File: src/hw/rtl/brs_pkg.sv
// Shared types, constants and the preset table of the beat repeat slicer.
package brs_pkg;

    localparam int SAMPLE_BITS   = 16;
    localparam int RING_DEPTH    = 131072;

    localparam int CFG_DATA_BITS = 32;
    localparam int CFG_ADDR_BITS = 4;

    localparam int TYPE_BITS     = 4;
    localparam int DEPTH_BITS    = 16;
    localparam int WNS_BITS      = 24;
    localparam int MIX_FRAC      = 15;

    localparam logic [DEPTH_BITS-1:0] FULL_DEPTH = 16'd32768;
    localparam logic [TYPE_BITS-1:0]  TYPE_FIRST = 4'd1;
    localparam logic [TYPE_BITS-1:0]  TYPE_LAST  = 4'd10;

    localparam logic [TYPE_BITS-1:0]  EFFECT_TYPE_RESET = 4'd0;
    localparam logic [DEPTH_BITS-1:0] DEPTH_RESET       = 16'd0;
    localparam logic [WNS_BITS-1:0]   WHOLE_NOTE_RESET  = 24'd88200;

    typedef enum logic [1:0] {
        REG_EFFECT_TYPE = 2'd0,
        REG_DEPTH       = 2'd1,
        REG_WHOLE_NOTE  = 2'd2
    } t_reg_idx;

    typedef enum logic [1:0] {
        PRIM_REPEAT   = 2'd0,
        PRIM_REVERSE  = 2'd1,
        PRIM_GATE     = 2'd2,
        PRIM_DECIMATE = 2'd3
    } t_prim;

    // subdivision and stride as shift amounts (sub = 1 << sub_shift)
    typedef struct packed {
        t_prim      prim;
        logic [2:0] sub_shift;
        logic [2:0] stride_shift;
        logic       backward;
    } t_preset;

    localparam int NUM_PRESETS = 10;

    localparam t_preset PRESETS [NUM_PRESETS] = '{
        '{PRIM_REPEAT,   3'd3, 3'd0, 1'b0},
        '{PRIM_REPEAT,   3'd4, 3'd0, 1'b0},
        '{PRIM_REPEAT,   3'd5, 3'd0, 1'b0},
        '{PRIM_REVERSE,  3'd3, 3'd0, 1'b0},
        '{PRIM_REVERSE,  3'd4, 3'd0, 1'b0},
        '{PRIM_GATE,     3'd4, 3'd0, 1'b0},
        '{PRIM_GATE,     3'd5, 3'd0, 1'b0},
        '{PRIM_DECIMATE, 3'd4, 3'd2, 1'b0},
        '{PRIM_DECIMATE, 3'd4, 3'd4, 1'b0},
        '{PRIM_REPEAT,   3'd5, 3'd0, 1'b1}
    };

    function automatic t_preset preset_lookup(input logic [TYPE_BITS-1:0] code);
        logic [TYPE_BITS-1:0] idx;
        idx = code - TYPE_FIRST;
        if (code >= TYPE_FIRST && code <= TYPE_LAST) begin
            return PRESETS[idx];
        end
        return PRESETS[0];
    endfunction

    typedef struct packed {
        logic [TYPE_BITS-1:0]  effect_type;
        logic [DEPTH_BITS-1:0] depth;
        logic [WNS_BITS-1:0]   whole_note;
    } t_cfg;

    typedef struct packed {
        logic load_in;
        logic ring_we;
        logic latch_len;
        logic cap_setup;
        logic cap_step;
        logic slice_rd;
        logic mul;
        logic fin;
    } t_dp_cmd;

    typedef struct packed {
        logic capture_needed;
        logic cap_last;
        logic out_free;
    } t_dp_status;

endpackage

File: src/hw/rtl/brs_ctrl.sv
// Sequencer: per-sample steps, slice copy loop and output handoff.
module brs_ctrl (
    input  logic                 i_clk,
    input  logic                 i_rst_n,
    input  logic                 i_in_valid,
    output logic                 o_in_ready,
    input  brs_pkg::t_dp_status  i_status,
    output brs_pkg::t_dp_cmd     o_cmd
);
    typedef enum logic [7:0] {
        S_IDLE      = 8'b0000_0001,
        S_WRITE     = 8'b0000_0010,
        S_CAP_SETUP = 8'b0000_0100,
        S_CAP       = 8'b0000_1000,
        S_DRAIN     = 8'b0001_0000,
        S_READ      = 8'b0010_0000,
        S_MUL       = 8'b0100_0000,
        S_FIN       = 8'b1000_0000
    } t_state;

    t_state r_state;
    t_state n_state;
    logic   accept;

    // a new request may come in while the finished sample loads the output
    assign o_in_ready = (r_state == S_IDLE) || ((r_state == S_FIN) && i_status.out_free);
    assign accept     = i_in_valid && o_in_ready;

    always_comb begin
        n_state       = r_state;
        o_cmd         = '0;
        o_cmd.load_in = accept;
        case (r_state)
            S_IDLE: begin
                if (accept) begin
                    n_state = S_WRITE;
                end
            end
            S_WRITE: begin
                o_cmd.ring_we = 1'b1;
                if (i_status.capture_needed) begin
                    o_cmd.latch_len = 1'b1;
                    n_state         = S_CAP_SETUP;
                end else begin
                    o_cmd.slice_rd = 1'b1;
                    n_state        = S_MUL;
                end
            end
            S_CAP_SETUP: begin
                o_cmd.cap_setup = 1'b1;
                n_state         = S_CAP;
            end
            S_CAP: begin
                o_cmd.cap_step = 1'b1;
                if (i_status.cap_last) begin
                    n_state = S_DRAIN;
                end
            end
            S_DRAIN: begin
                // last slice write lands here
                n_state = S_READ;
            end
            S_READ: begin
                o_cmd.slice_rd = 1'b1;
                n_state        = S_MUL;
            end
            S_MUL: begin
                o_cmd.mul = 1'b1;
                n_state   = S_FIN;
            end
            S_FIN: begin
                if (i_status.out_free) begin
                    o_cmd.fin = 1'b1;
                    n_state   = accept ? S_WRITE : S_IDLE;
                end
            end
            default: begin
                n_state = S_IDLE;
            end
        endcase
    end

    always_ff @(posedge i_clk) begin
        if (!i_rst_n) begin
            r_state <= S_IDLE;
        end else begin
            r_state <= n_state;
        end
    end
endmodule

File: config.mk
export PLATFORM = sky130hd
export DESIGN_NAME = brs_ctrl
export DESIGN_NICKNAME = d
export VERILOG_FILES = /design/src/hw/rtl/brs_pkg.sv /design/src/hw/rtl/brs_ctrl.sv
export SDC_FILE = /design/constraint.sdc
export NUM_CORES = 1
export LEC_CHECK = 0
export BUFFER_PORTS_ARGS = -buffer_cell sky130_fd_sc_hd__clkbuf_2
export CORE_MARGIN = 1.5
export CORE_UTILIZATION = 35
export CTS_BUF_LIST = sky130_fd_sc_hd__clkbuf_4
export CTS_CLUSTER_SIZE = 40
export DETAILED_ROUTE_END_ITERATION = 8
export PLACE_DENSITY = 0.68
export SLEW_MARGIN = 20
export SYNTH_ARGS = -nofsm -noshare
export SYNTH_HDL_FRONTEND = slang
export SYNTH_SLANG_ARGS = --single-unit
File: constraint.sdc
create_clock -name i_clk -period 1.4 [get_ports i_clk]
set_input_delay 0.14 -clock i_clk [delete_from_list [all_inputs] [get_ports i_clk]]
set_output_delay 0.14 -clock i_clk [all_outputs]
set_load 0.01 [all_outputs]
* Word level (Yosys, flattened, before mapping) *
Index checks and enable logic that the tools add are counted.

operators by class
  add/subtract/negate cells = 0
  $mul = 0
  div/mod/pow operators = 0
  order comparisons = 0
  equality and inequality tests = 11
  shift operators = 0
  muxes and demuxes = 15
  bitwise gates (word level) = 0
  reduce and logical (&&, ||, !) cells = 4

operator list
  operator                                                               number
  8-bit case mux with 8 select lines                                     1
  8-bit 2-to-1 mux                                                       3
  8-bit by 1-bit equality test with 1-bit output, second input constant  1
  8-bit by 2-bit equality test with 1-bit output, second input constant  1
  8-bit by 3-bit equality test with 1-bit output, second input constant  1
  8-bit by 4-bit equality test with 1-bit output, second input constant  1
  8-bit by 5-bit equality test with 1-bit output, second input constant  1
  8-bit by 6-bit equality test with 1-bit output, second input constant  1
  8-bit by 7-bit equality test with 1-bit output, second input constant  1
  8-bit equality test, second input constant                             1
  1-bit 2-to-1 mux                                                       7
  7-bit 2-to-1 mux                                                       1
  2-bit inequality test, second input constant                           3
  2-bit 2-to-1 mux                                                       2
  3-bit AND reduction                                                    1
  1-bit logical AND                                                      2
  1-bit case mux with 2 select lines                                     1
  1-bit logical OR                                                       1

word-level totals
  flip-flop bits (word level) = 8
  latch bits = 0
  memory bits (writable) = 0
  ROM bits = 0
  bits of input ports = 6
  output and inout port bits = 9
  word-level logic and storage cells = 31
  memories = 0

* Longest topological paths before layout *
  depth in word-level cells = 7
  depth in mapped cells = 5
  depth with buffers taken out = 4

* Worst setup path after synthesis *
OpenSTA, ideal clock, no wires.

  path type = register to output
  from = register r_state[2]
  to = output o_cmd[7] in the netlist's numbering
  data arrival time = 1.389 ns
  required time = 1.260 ns
  path slack = -0.129 ns
  stages on the path, launching flop included = 6
  buffers on the path = 1
  cell sequence = dfxtp_1 > nor4_4 > nand2_1 > a21oi_1 > and2_1 > buf_4

between the ends
  longest elaborated chain between the ends = 4
  elaborated cells between the ends (all ways) = 5
  classes of those cells = 2 x eq/ne; 3 x reduce/logical

RTL lines
  item                    line            text
  start, declared         brs_ctrl.sv:21  t_state r_state;
  start signal, assigned  brs_ctrl.sv:87  r_state <= n_state;
  8-bit equality test     brs_ctrl.sv:26  assign o_in_ready = (r_state == S_IDLE) || ((r_state == S_FIN) && i_status.out_free);
  1-bit logical AND       brs_ctrl.sv:26
  1-bit logical OR *      brs_ctrl.sv:26
  via o_in_ready          brs_ctrl.sv:6   output logic o_in_ready,
  1-bit logical AND *     brs_ctrl.sv:27  assign accept = i_in_valid && o_in_ready;
  end, declared           brs_ctrl.sv:8   output brs_pkg::t_dp_cmd o_cmd

Mark *: on every way through the listed nets, which the timed path passes. The rest lies on a longest branch.

==> results.md <==
* Routed wire length at 1.34 mm
* Root buffer cell: sky130_fd_sc_hd__clkbuf_4
* Ratio of cells with drive above 1 in the final layout at 55.9%
* Worst slew pin tran at 0.357 ns
* Critical path start-end classification: flop to output pin
* Count of yosys warnings during synthesis at 0
* Count of antenna diodes in the layout at 0
* Number of antenna violations at the first check in global routing at 0
* Number of buffers added to fix hold violations after cts at 0
* Boundary Pins at 15
* Critical path endpoint category: output pin
* Number of hold violations in the final report at 0
* Slowest cell on the critical path: sky130_fd_sc_hd__nor4_4
* TritonCTS clock tree: yes
* Total of buffers placed on input and output ports at 14
* Worst EP required at 1.26 ns
* HPWL after detailed placement at 914 microns
* Setup slack of the most critical reg-to-reg path at -0.04 ns
* Reported net switching power at 0.170 mW
* Effective utilization at floorplan at 37.6%
* Non-filler instance count after layout at 108
* Largest Register: r_state
* Wire length of the first global-routing pass at 1.85 mm
* Gr ovfl total at 0
* Sequential cell area fraction in the yosys report at 32.3%
* H-tree lvl count at 1
* Clock Skews at 0.00680 ns
* Clock slew seen by the registers of the worst setup and hold paths at 0.06 ns
* Type of the most critical hold path: input port to flop
* Net count after synthesis at 65
* Final Slew Violations at 0
* Worst slack after detailed placement at -0.0339 ns
* Final Cycle Share at 120%
* Clk sinks at 8
* Antenna Violating Nets Remaining at 0
* Worst Setup Slack, final at -0.278 ns
* Relative contribution of sequential cells to total power at 42.6%
* Arr. time, crit path at 1.54 ns
* Number of flip-flops in the largest register at 8
* Core Rows at 13
* Clock share of power at 31.0%
* Maximum buffer depth of the clock tree at 2
* Count of different cell masters after synthesis at 27
* Logic gate share of total power at 26.4%
* Slowest Stage Delay on Critical Path at 0.40 ns
* Internal power consumption at 0.414 mW
* Max frequency at 596 MHz
* Global routing usage summed across all routing layers at 17.4%
* Final hold slack at 0.135 ns
* Violation count after the first detailed-routing iteration at 2
* Power density over the cells at 716 nW/um^2
* Via count of the first global-routing pass at 466
* Status: complete, but fails checks
* Mean number of vias per cell at 5.12
* Routability Congestion at 0.867
* RSZ-0062 raised after global routing: yes
* Crit path max fanout at 5
* Die area at 1650 sq um
* Syn-to-layout area delta at 64.6%
* Die span in y at 40.6 microns
* Kind of start point of the critical path: flop
* MaxCap Viol Count at 0
* Switching share of total power at 29.1%
* Pre-Repair DR Iteration Count at 4
* Area of the core at 1320 sq um
* Total of endpoints with negative setup slack in the final report at 11
* Time the worst path needs with I/O delays and setup at 1.68 ns
* CP Cell Sequence: nor4_4 > nand4b_1 > inv_2 > and2_4 > buf_6
* Clock latency reported for the late side of the worst-skew pair at 0.26 ns
* Final #Nets at 101
* Horizontal extent of the die at 40.6 microns
* Total number of vias at 553
* Number of placed cells counting well taps at 97
* Biggest regs: r_state: 8 flops
* Average wire per standard cell at 12.4 microns
* Mean instance size in the synthesized netlist at 8.40 sq um
* Cell count after synthesis at 59
* Pin count of the biggest net entering global routing at 7
* Static Leakage at 0.417 nW
* DRC violations left at 0
* Worst max-slew margin expressed relative to the limit at 76.0%
* Violated checks: negative setup slack
* Number of register bits inferred by synthesis at 8
* Worst IR drop on VDD at 0.000413 V
* Total Power Consumption at 0.584 mW
* Utilization after layout at 61.9%
* Synthesized cell area at 495 sq um
* Clock buffer count from CTS at 3
## cells in the mapped netlist, drive strengths merged
cell	count	share of area (%)
xnor2	1	1.8
nor3b	1	1.5
inv	5	3.8
a21boi	1	1.5
dfxtp	8	32
o2111ai	1	1.8
and2b	1	1.8
o32ai	1	1.8
o21bai	1	1.5
nand2	3	2.3
nand2b	1	1.3
and2	3	3.8
xor2	3	5.3
nor2b	2	2.5
buf	1	1.5
a21oi	3	3.0
a31oi	1	1.3
nand3	4	4.0
a21o	1	1.5
and3	4	5.0
nor3	1	1.0
a31o	1	1.8
nor2	4	3.5
nor4	2	5.6
nand4b	5	8.8
## layout make-up
| class | count | area (sq um) |
|---|---|---|
| clock buffers | 3 | 22.5 |
| flip-flops and latches | 8 | 164 |
| fillers | 120 | 502 |
| multi-input cells | 45 | 357 |
| repair buffers | 32 | 235 |
| inverters | 5 | 18.8 |
| well taps | 15 | 18.8 |
## worst max-delay path: cells and delay by family (launching register included)
kind / cells / cell delay [ns]
buffers and inverters: 2 / 0.20
DFF: 1 / 0.34
and+or+nand+nor: 3 / 0.75
## logic make-up after synthesis
family | after synthesis | share of synthesized area, %
and+or+nand+nor | 31 | 41.2
buffers and inverters | 6 | 5.30
AOI/OAI and AO/OA | 10 | 14.1
DFF | 8 | 32.3
xor gates and xnor gates | 4 | 7.07
## power groups by stage
stage               registers [mW]  logic, mW  clock network (mW)
finish                       0.249      0.154               0.181
global placement             0.250      0.134                   0
CTS                          0.247      0.144               0.185
floorplan                    0.249     0.0810                   0
detailed placement           0.251      0.135                   0
global route                 0.249      0.167               0.198
## layout by cell type, fill, tap and decap left out, types with 3 or more instances in the layout
cell | synthesis | layout
sky130_fd_sc_hd__inv_1 | 5 | 4
sky130_fd_sc_hd__nand3_1 | 4 | 3
sky130_fd_sc_hd__clkbuf_4 | 0 | 3
sky130_fd_sc_hd__clkbuf_2 | 0 | 5
sky130_fd_sc_hd__buf_4 | 1 | 15
sky130_fd_sc_hd__nand2_1 | 3 | 3
sky130_fd_sc_hd__nand4b_1 | 5 | 5
sky130_fd_sc_hd__and3_1 | 4 | 3
sky130_fd_sc_hd__buf_6 | 0 | 6
sky130_fd_sc_hd__xor2_1 | 3 | 3
sky130_fd_sc_hd__dfxtp_1 | 8 | 5
sky130_fd_sc_hd__buf_2 | 0 | 6
sky130_fd_sc_hd__dfxtp_2 | 0 | 3
## repair_timing
item,in CTS,in global routing
setup buffers,5,3
pin swaps,9,6
endpoints found under the setup margin,12,13
resized for setup,9,19
## per-layer routing
metal	track usage, %	up-vias	part of all wire, %
li1	-	284	-
met1	20.4	251	46
met2	29.4	16	49
met3	4.89	2	4.0
met4	7.50	0	0.75
met5	0	-	0
## stage by stage
stage | area (sq um) | TNS, ns
global route | 816 | -2.96
detailed placement | 657 | -0.0759
floorplan | 500 | -0.0215
global placement | 657 | -0.0552
finish | 816 | -1.95
CTS | 754 | -1.98
## path summary, 6_finish.rpt
kind	startpoint	endpoint	cells after the start
max	r_state[5]	o_cmd[5]	5
min	i_status[1]	r_state[4]	2
max reg2reg	r_state[5]	r_state[0]	6
min reg2reg	r_state[4]	r_state[5]	3
Note: power is estimated with default switching activity, not from simulation.
