$ cat config.mk
export PLATFORM = sky130hd
export DESIGN_NAME = brs_cfg
export DESIGN_NICKNAME = d
export VERILOG_FILES = /design/src/hw/rtl/brs_pkg.sv /design/src/hw/rtl/brs_cfg.sv
export SDC_FILE = /design/constraint.sdc
export NUM_CORES = 1
export LEC_CHECK = 0
export BUFFER_PORTS_ARGS = -buffer_cell sky130_fd_sc_hd__buf_2
export CAP_MARGIN = 20
export CORE_AREA = 4 4 96 98
export CTS_CLUSTER_SIZE = 25
export DETAILED_ROUTE_END_ITERATION = 10
export DIE_AREA = 0 0 100 102
export PLACE_DENSITY_LB_ADDON = 0.12
export SYNTH_ARGS = -nofsm -noshare
export SYNTH_HDL_FRONTEND = slang
export SYNTH_SLANG_ARGS = --single-unit
export TNS_END_PERCENT = 50
$ cat constraint.sdc
create_clock -name i_clk -period 1.1 [get_ports i_clk]
set_input_delay 0.165 -clock i_clk [delete_from_list [all_inputs] [get_ports i_clk]]
set_output_delay 0.165 -clock i_clk [all_outputs]
set_load 0.03 [all_outputs]
$ cat src/hw/rtl/brs_pkg.sv
// Shared types, constants and the preset table of the beat repeat slicer.
package brs_pkg;

    localparam int SAMPLE_BITS   = 16;
    localparam int RING_DEPTH    = 131072;

    localparam int CFG_DATA_BITS = 32;
    localparam int CFG_ADDR_BITS = 4;

    localparam int TYPE_BITS     = 4;
    localparam int DEPTH_BITS    = 16;
    localparam int WNS_BITS      = 24;
    localparam int MIX_FRAC      = 15;

    localparam logic [DEPTH_BITS-1:0] FULL_DEPTH = 16'd32768;
    localparam logic [TYPE_BITS-1:0]  TYPE_FIRST = 4'd1;
    localparam logic [TYPE_BITS-1:0]  TYPE_LAST  = 4'd10;

    localparam logic [TYPE_BITS-1:0]  EFFECT_TYPE_RESET = 4'd0;
    localparam logic [DEPTH_BITS-1:0] DEPTH_RESET       = 16'd0;
    localparam logic [WNS_BITS-1:0]   WHOLE_NOTE_RESET  = 24'd88200;

    typedef enum logic [1:0] {
        REG_EFFECT_TYPE = 2'd0,
        REG_DEPTH       = 2'd1,
        REG_WHOLE_NOTE  = 2'd2
    } t_reg_idx;

    typedef enum logic [1:0] {
        PRIM_REPEAT   = 2'd0,
        PRIM_REVERSE  = 2'd1,
        PRIM_GATE     = 2'd2,
        PRIM_DECIMATE = 2'd3
    } t_prim;

    // subdivision and stride as shift amounts (sub = 1 << sub_shift)
    typedef struct packed {
        t_prim      prim;
        logic [2:0] sub_shift;
        logic [2:0] stride_shift;
        logic       backward;
    } t_preset;

    localparam int NUM_PRESETS = 10;

    localparam t_preset PRESETS [NUM_PRESETS] = '{
        '{PRIM_REPEAT,   3'd3, 3'd0, 1'b0},
        '{PRIM_REPEAT,   3'd4, 3'd0, 1'b0},
        '{PRIM_REPEAT,   3'd5, 3'd0, 1'b0},
        '{PRIM_REVERSE,  3'd3, 3'd0, 1'b0},
        '{PRIM_REVERSE,  3'd4, 3'd0, 1'b0},
        '{PRIM_GATE,     3'd4, 3'd0, 1'b0},
        '{PRIM_GATE,     3'd5, 3'd0, 1'b0},
        '{PRIM_DECIMATE, 3'd4, 3'd2, 1'b0},
        '{PRIM_DECIMATE, 3'd4, 3'd4, 1'b0},
        '{PRIM_REPEAT,   3'd5, 3'd0, 1'b1}
    };

    function automatic t_preset preset_lookup(input logic [TYPE_BITS-1:0] code);
        logic [TYPE_BITS-1:0] idx;
        idx = code - TYPE_FIRST;
        if (code >= TYPE_FIRST && code <= TYPE_LAST) begin
            return PRESETS[idx];
        end
        return PRESETS[0];
    endfunction

    typedef struct packed {
        logic [TYPE_BITS-1:0]  effect_type;
        logic [DEPTH_BITS-1:0] depth;
        logic [WNS_BITS-1:0]   whole_note;
    } t_cfg;

    typedef struct packed {
        logic load_in;
        logic ring_we;
        logic latch_len;
        logic cap_setup;
        logic cap_step;
        logic slice_rd;
        logic mul;
        logic fin;
    } t_dp_cmd;

    typedef struct packed {
        logic capture_needed;
        logic cap_last;
        logic out_free;
    } t_dp_status;

endpackage

$ cat src/hw/rtl/brs_cfg.sv
// APB-style register file for effect type, depth and whole-note length.
module brs_cfg (
    input  logic                                i_clk,
    input  logic                                i_rst_n,
    input  logic                                psel,
    input  logic                                penable,
    input  logic                                pwrite,
    input  logic [brs_pkg::CFG_ADDR_BITS-1:0]   paddr,
    input  logic [brs_pkg::CFG_DATA_BITS-1:0]   pwdata,
    output logic [brs_pkg::CFG_DATA_BITS-1:0]   prdata,
    output logic                                pready,
    output brs_pkg::t_cfg                       o_cfg
);
    brs_pkg::t_cfg r_cfg;
    logic [1:0]    idx;
    logic          wr_en;

    assign idx    = paddr[3:2];
    assign wr_en  = psel && penable && pwrite;
    assign pready = 1'b1;

    always_ff @(posedge i_clk) begin
        if (!i_rst_n) begin
            r_cfg.effect_type <= brs_pkg::EFFECT_TYPE_RESET;
            r_cfg.depth       <= brs_pkg::DEPTH_RESET;
            r_cfg.whole_note  <= brs_pkg::WHOLE_NOTE_RESET;
        end else if (wr_en) begin
            case (idx)
                brs_pkg::REG_EFFECT_TYPE: begin
                    r_cfg.effect_type <= pwdata[brs_pkg::TYPE_BITS-1:0];
                end
                brs_pkg::REG_DEPTH: begin
                    r_cfg.depth <= pwdata[brs_pkg::DEPTH_BITS-1:0];
                end
                brs_pkg::REG_WHOLE_NOTE: begin
                    r_cfg.whole_note <= pwdata[brs_pkg::WNS_BITS-1:0];
                end
                default: begin
                end
            endcase
        end
    end

    always_comb begin
        prdata = '0;
        case (idx)
            brs_pkg::REG_EFFECT_TYPE: begin
                prdata = brs_pkg::CFG_DATA_BITS'(r_cfg.effect_type);
            end
            brs_pkg::REG_DEPTH: begin
                prdata = brs_pkg::CFG_DATA_BITS'(r_cfg.depth);
            end
            brs_pkg::REG_WHOLE_NOTE: begin
                prdata = brs_pkg::CFG_DATA_BITS'(r_cfg.whole_note);
            end
            default: begin
                prdata = '0;
            end
        endcase
    end

    assign o_cfg = r_cfg;
endmodule

# Yosys cells after proc, flatten, opt, wreduce, memory -nomap -nowiden
# Index checks and enable logic that the tools add are counted.
# totals
output_inout_bits	77
wordCells	12
register_bits	44
# op_classes
eq_ne	2
reduce_logical	6
n_mux	1
# ops
operator	n
24-bit one-hot mux with 3 select lines	1
2-bit AND reduction	3
2-bit by 1-bit == test with 1-bit output, second input constant	1
2-bit == test, second input constant	1
1-bit logical AND	2
2-bit logical NOT	1

# Depth between registers and ports, before layout
# Gate-level depths: netlist of run 1.
# logic_depth
depth_word	3
mapped_depth	6
ltp_nobuf	3

# Worst setup path before layout of run 1
# OpenSTA, ideal clock, no wires.
# synth_timing
path_type	flip-flop to output port
start	reg r_cfg (netlist bit o_cfg[24])
end	out prdata[0] (netlist name)
arrival_time_ns	1.311
n_path_buf	0
slack_ns	-0.376
stages_incl_launch_ff	3
path_cell_list	dfxtp_1 > mux2i_1 > o21ai_0
# synth_via
elab_chain_cells	1
# synth_rtl
item	line	rtl
from (decl)	brs_cfg.sv:14	brs_pkg::t_cfg r_cfg;
24-bit one-hot mux with 3 select lines	brs_cfg.sv:46	case (idx)
to (decl)	brs_cfg.sv:10	output logic [brs_pkg::CFG_DATA_BITS-1:0] prdata,
# No other way between the ends.

# Worst setup path in the final report of run 1
# Ends and elaborated chain as after synthesis.

==> results of run 1 <==
## path summary, 6_finish.rpt
kind / start / cells past startpoint / to / slack (ns)
worst max-delay path: o_cfg[24] / 3 / prdata[0] / -0.08
worst min-delay path: pwdata[23] / 3 / o_cfg[23] / 0.1
worst max register to register: o_cfg[40] / 3 / o_cfg[40] / 0.38
worst min register to register: o_cfg[33] / 2 / o_cfg[33] / 0.47
## logic make-up after synthesis
| logic type | after synthesis |
|---|---|
| compound gates | 22 |
| mux | 42 |
| other cells | 2 |
| simple gates | 86 |
| buf+inv | 33 |
| flops | 44 |
## synth_stat cells, drive strengths merged
master   n  area (um2)
o21ai    4        20.0
o211ai   6        45.0
a22o    12         105
and2    10        67.6
and3     1        6.26
nand3    6        30.0
clkbuf   9        33.8
and2b    1        10.0
nand2   66         248
mux2i   42         420
inv      6        22.5
nor2b    1        8.76
conb     2        7.51
buf     18         153
dfxtp   44         881
nor2     1        3.75
## power breakdown
part           switching [mW]  total, mW  internal (mW)  leakage [nW]
sequential             0.0148       1.63           1.62         0.370
combinational           0.309      0.547          0.237          1.20
clock                   0.552       1.07          0.514        0.0455
total                   0.877       3.24           2.37          1.62
## area by class of cell
class | count | share of cell area
Timing Repair Buffer | 142 | 0.348
Sequential cell | 44 | 0.270
Tap cell | 108 | 0.0393
Clock buffer | 8 | 0.0262
Inverter | 6 | 0.00655
Multi-Input combinational cell | 159 | 0.311
## what timing repair did
action,4_1_cts,5_1_grt
cloned,0,1
setup buffers,23,5
setup endpoints to repair,24,48
resized for setup,95,56
hold endpoints to repair,0,0
pin swaps,3,2
## stage by stage
step	instance area (um2)	instances	hold WS (ns)
finish	3440	467	0.0999
global route	3440	467	0.0967
CTS	3250	461	0.0891
detailed placement	2760	430	0.423
global placement	2760	430	0.419
floorplan	2140	236	0.307
## metal layers
metal	GRT usage	vias to the layer above	wire length (um)
met1	0.157	944	2860
met4	0.0280	0	55
met2	0.201	69	2940
met3	0.0334	5	414
met5	0	-	0
li1	-	998	-
## worst max-delay path, cell delays in order (launching register included)
cell	delay [ns]
sky130_fd_sc_hd__dfxtp_2	0.33
sky130_fd_sc_hd__mux2i_2	0.17
sky130_fd_sc_hd__o21ai_2	0.08
sky130_fd_sc_hd__buf_6	0.14
==> reports/metrics.cfg, run 1 <==
[outcome]
run_status=finished with violations
violations=negative setup slack

[final_layout]
largest_reg_flops=44
multi_input_comb_area_mm2=0.00107
layout.cells.most_common_list=64 x sky130_fd_sc_hd__nand2_1, 48 x sky130_fd_sc_hd__buf_2, 46 x sky130_fd_sc_hd__buf_4
nFillCells=873
final-seq-area_um2=927
antenna-diode-count=0
final_layout_size_suffix_gt1_frac=0.599
fin_util=0.406
layout_commonest_cell=sky130_fd_sc_hd__nand2_1
area_growth_syn_to_layout_pct=66.8
fin_nets=399

[grt]
grt.overflow.total=0
grt_pass1_vias=1950
grt_start_max_net_pins=43
number_of_antenna_violations_at_the_first_check_in_global_routing=0
grt_first_pass_wirelength_um=9770
global_route.usage.total=0.121

[floorplanning]
die_w_um=100
count_of_boundary_i_o_pins=118
design.core.area_mm2=0.00847
initial_utilization=0.244
die_span_in_y_um=102
rows=34
die_area_mm2=0.0102

[clocking]
hold_buf_count_cts=0
htree_levels=2
clk_sink_count=44
cts_buffers=5
clock_tree.buffer_depth=2
latest_clock_arrival_within_the_worst_skew_pair_ns=0.29
clkTransAtPathRegs_ns=0.09
cts_tree=built
clk_root_buffer_cell=sky130_fd_sc_hd__clkbuf_8

[synth]
netlist_instances=229
seq_area_frac_synth=0.427
yosys.area_share.simple=0.181
mux_share_of_post_synthesis_cell_area=0.204
avgSynthCellArea_um2=9.00
yosys_warnings=0
synth.distinct_cells=19
synth.ff_latch_count=44
syn_area_mm2=0.00206
adder_and_majority_cell_fraction_of_the_synthesized_area=0
synth_top_family_by_area=multiplexers
synth-compound-area-share=0.0825
synth_area_in_xor_xnor=0

[critical_path]
crit_path_start_kind=flip-flop
worstPathArrival_ns=1.02
setup.worst_path.end_class=output port
critical_path_peak_fanout=2
type_of_the_setup_path_with_the_least_slack=reg -> out
worst_ep_required_time_ns=0.94

[timing]
grt_setup_unrepaired=true
layout_worst_path_cycle_share=1.07
final.setup.tns_ns=-1.26
setup_slack_ns=-0.0815
final-setup-viol-count=24
final.setup_skew_ns=0
max_freq_mhz=846
hold_viol_final=0
finalCriticalPeriod_ns=1.18
final_max_slew_viol_count=0

[place]
dp_hpwl_um=4330
port_buffers=98
gp_routability_congestion=0.712
preCtsSetupSlack_ns=-0.166

[detailed_routing]
finalWirelength_um=6270
via_count=2016
drt_drc=0
detail_route.iter0.violations=49
wire_length_per_cell_after_detailed_routing_um=13.4
ant_nets=0
avgViaCountPerCell=4.32
firstDrtPassIters=4

[job]
drv_cap=0

[power_and_ir_drop]
static-leakage-power_nw=1.62
p_per_area_mw_per_mm2=943
fin_total_pwr_mw=3.24
worst_ir_drop_vdd_mv=0.538

[hold_path]
worstHoldPathType=in -> reg

No activity file was read; power rests on OpenSTA's default activity.
==> run 2: changes to the inputs <==
Settings changed: PLACE_DENSITY set to 0.5, PLACE_DENSITY_LB_ADDON 0.12 to not set.
==> run 2 against run 1 <==
The flow still finishes with violations (negative setup slack). Total power is 1.3% lower. Sequential power hardly changed. Via count is 6.1% lower. Worst hold slack better by 0.0068 ns. Non-clock buffer count is 25 lower. Combinational power is 4.0% lower. Register-to-register slack better by 0.03 ns. Largest power group unchanged. First-iteration DRC count is 35% lower. Clock power hardly changed. Maximum frequency is 2.3% lower. Utilization is 3.2 points lower.
==> reports/metrics.cfg, run 2 (same netlist as run 1, synthesis figures left out) <==
[outcome]
run_status=finished with violations
violations=negative setup slack

[timing]
final-setup-viol-count=16  ; -33%
finalCriticalPeriod_ns=1.21  ; +0.0278 ns
final_max_slew_viol_count=0  ; unchanged
layout_worst_path_cycle_share=1.10  ; +0.0253
max_freq_mhz=827  ; -2.3%
grt_setup_unrepaired=true
final.setup_skew_ns=0  ; unchanged
setup_slack_ns=-0.109  ; -0.0278 ns
hold_viol_final=0  ; unchanged

[floorplanning]
design.core.area_mm2=0.00847  ; unchanged
rows=34  ; unchanged
die_span_in_y_um=102  ; unchanged
die_w_um=100  ; unchanged
die_area_mm2=0.0102  ; unchanged
initial_utilization=0.244  ; unchanged
count_of_boundary_i_o_pins=118  ; unchanged

[grt]
grt_first_pass_wirelength_um=9040  ; -7.5%
globalRouteMet2Util=0.179  ; -0.0215
grt.overflow.total=0  ; unchanged
busiest_layer=met2
grt_pass1_vias=1804  ; -7.5%
grt_met1_use=0.146  ; -0.0111
number_of_antenna_violations_at_the_first_check_in_global_routing=0  ; unchanged
grt_start_max_net_pins=38  ; -12%
met3_resource_use_gr=0.0314  ; -0.00205
global_route.usage.total=0.111  ; -0.0103

[critical_path]
type_of_the_setup_path_with_the_least_slack=in -> out
worstPathArrival_ns=1.04  ; +0.02 ns
crit_path_start_kind=input pin
crit_path_max_incr_delay_ns=0.26  ; -0.07 ns
slowest_stage=sky130_fd_sc_hd__a22o_2
worst_ep_required_time_ns=0.94  ; about the same
list_of_cells_traversed_by_the_critical_path=buf_6 -> nor2b_4 -> buf_12 -> buf_12 -> a22o_2 -> buf_6
critical_path_peak_fanout=9  ; +7
setup.worst_path.end_class=output port

[hold_path]
worstHoldPathType=in -> reg

[final_layout]
fin_nets=374  ; -6.3%
finalInstanceArea_mm2=0.00317  ; -7.9%
final_layout_size_suffix_gt1_frac=0.500  ; -0.0989
nFillCells=895  ; +2.5%
layout_commonest_cell=sky130_fd_sc_hd__buf_2
largest_reg_flops=44  ; unchanged
multi_input_comb_area_mm2=0.00108  ; +1.4%
final-seq-area_um2=902  ; -2.7%
antenna-diode-count=0  ; unchanged
area_growth_syn_to_layout_pct=53.7
layout.cells.most_common_list=69 x sky130_fd_sc_hd__buf_2, 66 x sky130_fd_sc_hd__nand2_1, 41 x sky130_fd_sc_hd__mux2i_1

[place]
dp_hpwl_um=4300  ; -0.80%
detailed_place.area_mm2=0.00282  ; +2.1%
port_buffers=98  ; unchanged
gp_routability_congestion=0.686  ; -3.7%

[detailed_routing]
firstDrtPassIters=4  ; unchanged
via_count=1893  ; -6.1%
finalWirelength_um=5890  ; -6.0%
drt_drc=0  ; unchanged
detail_route.iter0.violations=32  ; -35%
wire_length_per_cell_after_detailed_routing_um=13.3  ; -0.67%
avgViaCountPerCell=4.28  ; -0.79%
ant_nets=0  ; unchanged

[clocking]
hold_buf_count_cts=0  ; unchanged
clock_tree.buffer_depth=2  ; unchanged
clk_root_buffer_cell=sky130_fd_sc_hd__clkbuf_8
cts_tree=built
cts_buffers=5  ; unchanged
clkTransAtPathRegs_ns=0.08  ; about the same
htree_levels=2  ; unchanged
clk_sink_count=44  ; unchanged
latest_clock_arrival_within_the_worst_skew_pair_ns=0.29  ; about the same

[job]
drv_cap=0  ; unchanged

[power_and_ir_drop]
static-leakage-power_nw=1.49  ; -8.2%
worst_ir_drop_vdd_mv=0.423  ; -21%
fin_total_pwr_mw=3.20  ; -1.3%
p_per_area_mw_per_mm2=1010  ; +7.1%

## run 2: cell type report
cell class,instances,area share
sequential,44,0.285
multi-input combinational,159,0.342
tap,108,0.0426
inverter,6,0.00711
clock buffer,8,0.0284
timing repair buffer,117,0.295
## run 2: layer usage
metal | wire (um) | vias up | part of all wire
met1 | 2690 | 870 | 0.46
met2 | 2730 | 66 | 0.46
met4 | 44 | 0 | 0.0075
li1 | - | 952 | -
met3 | 426 | 5 | 0.072
met5 | 0 | - | 0
## run 2: critical path: cells and delay by family
kind | cells | cell delay [ns]
buffers and inverters | 4 | 0.50
AOI/OAI and AO/OA | 1 | 0.26
and+or+nand+nor | 1 | 0.12
## run 2: final timing paths
kind | slack, ns | depth (start not counted) | startpoint | to
hold / removal | 0.11 | 3 | pwdata[18] | o_cfg[18]
setup / recovery | -0.11 | 6 | paddr[3] | prdata[11]
setup reg to reg | 0.41 | 3 | o_cfg[41] | o_cfg[41]
hold reg to reg | 0.47 | 2 | o_cfg[18] | o_cfg[18]
## run 2: repair_timing
action / 4_1_cts / 5_1_grt
cloned: 0 / 0
pin swaps: 4 / 6
gates resized for setup: 64 / 17
setup buffers: 3 / 1
endpoints found under the setup margin: 24 / 28
## run 2: stage by stage
step                      utilization  setup TNS (ns)  instances  setup slack (ns)  hold WS (ns)
after global routing            0.374           -2.00        442            -0.134         0.109
final                           0.374           -1.50        442            -0.109         0.107
after CTS                       0.367           -1.64        441            -0.120        0.0947
after floorplan                     -          -0.473        236           -0.0417         0.307
after detailed placement        0.333           -7.81        431            -0.195         0.422
after global placement          0.333           -7.17        431            -0.186         0.415
## run 2: power breakdown
group	internal, mW	total (mW)	switching [mW]
sequential	1.62	1.63	0.0177
combinational	0.224	0.525	0.301
clock	0.513	1.04	0.530
total	2.35	3.20	0.848
==> run 3: changes to the inputs <==
Settings changed: GPL_TIMING_DRIVEN set to 0, PLACE_DENSITY 0.5 to 0.48.
Clock period 1.1 ns to 1.3 ns, I/O delays scaled along.
==> run 3 against run 2 <==
Utilization fell by 2.4 points. Combinational power fell by 20%. Highest routed layer unchanged. Cell area fell by 6.5%. The flow now finishes without violations. Critical path type unchanged. Setup slack improved by 0.15 ns. Sequential share of layout area rose by 1.6 points.
==> reports/metrics.cfg, run 3 (same netlist as run 1, synthesis figures left out) <==
[floorplanning]
die_span_in_y_um=102  ; unchanged
die_area_mm2=0.0102  ; unchanged
design.core.area_mm2=0.00847  ; unchanged
initial_utilization=0.244  ; unchanged
die_w_um=100  ; unchanged
count_of_boundary_i_o_pins=118  ; unchanged
rows=34  ; unchanged

[critical_path]
crit_path_start_kind=input pin
critical_path_peak_fanout=10  ; +1
r2r_setup_slack_ns=0.64  ; +0.23 ns
worstPathArrival_ns=1.07  ; +0.03 ns
rr_endpoint=o_cfg[23]
crit_family=buffers and inverters
crit_path_max_incr_delay_ns=0.20  ; -0.06 ns
setup.worst_path.end_class=output port
worst_ep_required_time_ns=1.11  ; +0.17 ns
number_of_cells_on_the_worst_reg_to_reg_path=2  ; -1
slowest_stage=sky130_fd_sc_hd__a22o_2
path_common_cell=sky130_fd_sc_hd__buf_4
list_of_cells_traversed_by_the_critical_path=buf_4 -> and2b_4 -> clkbuf_16 -> a22o_2 -> buf_4
critical_path_buf_inv_count=3  ; -1
type_of_the_setup_path_with_the_least_slack=in -> out
worst_r2r_startpoint=o_cfg[23]

[final_layout]
layout.cells.most_common_list=81 x sky130_fd_sc_hd__buf_2, 66 x sky130_fd_sc_hd__nand2_1, 42 x sky130_fd_sc_hd__mux2i_1
fin_nets=381  ; +1.9%
largest_reg_flops=44  ; unchanged
area_growth_syn_to_layout_pct=43.7
finalInstanceArea_mm2=0.00296  ; -6.5%
final_layout_size_suffix_gt1_frac=0.422  ; -0.0777
antenna-diode-count=0  ; unchanged
layout_commonest_cell=sky130_fd_sc_hd__buf_2

[hold_path]
worstHoldPathCells=3  ; unchanged
worstHoldPathType=in -> reg
hold_path_end=o_cfg[22]
hold_path.startpoint=pwdata[22]

[timing]
final-setup-viol-count=0  ; -16
max_freq_mhz=792
hold_ws_ns=0.141  ; +0.0346 ns
layout_worst_path_cycle_share=0.972
finalCriticalPeriod_ns=1.26
final_max_slew_viol_count=0  ; unchanged
final.setup_skew_ns=0  ; unchanged
timing.slew.headroom=0.586
hold_viol_final=0  ; unchanged
grt_setup_unrepaired=true
tightestPinTransition_ns=0.621

[detailed_routing]
wire_length_per_cell_after_detailed_routing_um=15.0  ; +12%
ant_nets=0  ; unchanged
detail_route.iter0.violations=24  ; -25%
finalWirelength_um=6720  ; +14%
drt_drc=0  ; unchanged
via_count=1935  ; +2.2%
avgViaCountPerCell=4.31  ; +0.63%
firstDrtPassIters=4  ; unchanged

[outcome]
run_status=completed

[place]
port_buffers=96  ; -2.0%
detailed_place.area_mm2=0.00272  ; -3.5%
gp_routability_congestion=0.696  ; +1.5%
dp_hpwl_um=4950  ; +15%

[grt]
grt_start_max_net_pins=14  ; -63%
busiest_layer=met2
number_of_antenna_violations_at_the_first_check_in_global_routing=0  ; unchanged
grt_pass1_vias=1937  ; +7.4%
grt_met1_use=0.164  ; +0.0177
global_route.usage.total=0.131  ; +0.0202
met3_resource_use_gr=0.0355  ; +0.00410
grt_first_pass_wirelength_um=10200  ; +13%
globalRouteMet2Util=0.227  ; +0.0477
grt.overflow.total=0  ; unchanged

[power_and_ir_drop]
p_per_area_mw_per_mm2=997  ; -1.3%
worst_ir_drop_vdd_mv=0.356  ; -16%
static-leakage-power_nw=1.44  ; -3.1%

[clocking]
cts_tree=built
clk_sink_count=44  ; unchanged
clk_root_buffer_cell=sky130_fd_sc_hd__clkbuf_8
clkTransAtPathRegs_ns=0.08  ; about the same
latest_clock_arrival_within_the_worst_skew_pair_ns=0.29  ; about the same
clock_tree.buffer_depth=2  ; unchanged
hold_buf_count_cts=0  ; unchanged
cts_buffers=5  ; unchanged
htree_levels=2  ; unchanged

[job]
drv_cap=0  ; unchanged

run 3: changes by cell type in the layout (fill, tap and decap cells not counted), sizes merged:
| cell | before | now |
|---|---|---|
| buf | 116 | 113 |
| bufinv | 0 | 1 |
| clkbuf | 9 | 18 |
run 3: cell type report:
cell class / instances / area, um2
plain buffers: 27 / 234
multi-input cells: 159 / 1020
clock buffers: 7 / 96.3
inverters: 6 / 22.5
fillers: 920 / 5500
well taps: 108 / 135
clock inverters: 1 / 30.0
flip-flops and latches: 44 / 891
repair buffers: 97 / 536
run 3: metal layers:
layer  share of wire  vias to the layer above  wire [um]
li1                -                      964          -
met1            0.44                      909       2940
met2            0.50                       60       3330
met3           0.063                        2        426
met4          0.0027                        0         18
met5               0                        -          0
run 3: worst max-delay path by stage:
stage               startpoint         end  slack [ns]  depth (start not counted)
floorplan             paddr[2]  prdata[15]      -0.005                          4
global placement      paddr[3]   prdata[7]       -0.52                          5
detailed placement    paddr[3]  prdata[12]       -0.51                          5
CTS                   paddr[2]  prdata[13]      0.0009                          5
global route          paddr[2]   prdata[3]       -0.02                          6
finish                paddr[2]  prdata[11]        0.04                          5
run 3: stage by stage:
step / setup WS [ns] / cells / utilization / TNS, ns / power [mW]
global placement: -0.515 / 440 / 0.321 / -12.35 / 1.81
finish: 0.0367 / 449 / 0.350 / 0 / 2.95
global route: -0.0180 / 449 / 0.350 / -0.0180 / 3.09
CTS: 0.000943 / 448 / 0.347 / 0 / 2.99
floorplan: -0.00534 / 236 / - / -0.0419 / 1.67
detailed placement: -0.514 / 440 / 0.321 / -13.15 / 1.81
run 3: repair_timing:
item,4_1_cts,5_1_grt
resized for setup,27,14
endpoints found under the setup margin,24,9
pin swaps,0,0
setup buffers,0,1
run 3: worst register-to-register path: stages (launching register included):
cell and delay, ns:
sky130_fd_sc_hd__dfxtp_1 0.38, sky130_fd_sc_hd__nand2_1 0.06, sky130_fd_sc_hd__mux2i_1 0.15
run 3: power by group:
part	switching [mW]	internal [mW]
clock	0.475	0.679
sequential	0.0142	1.37
combinational	0.260	0.159
total	0.750	2.20
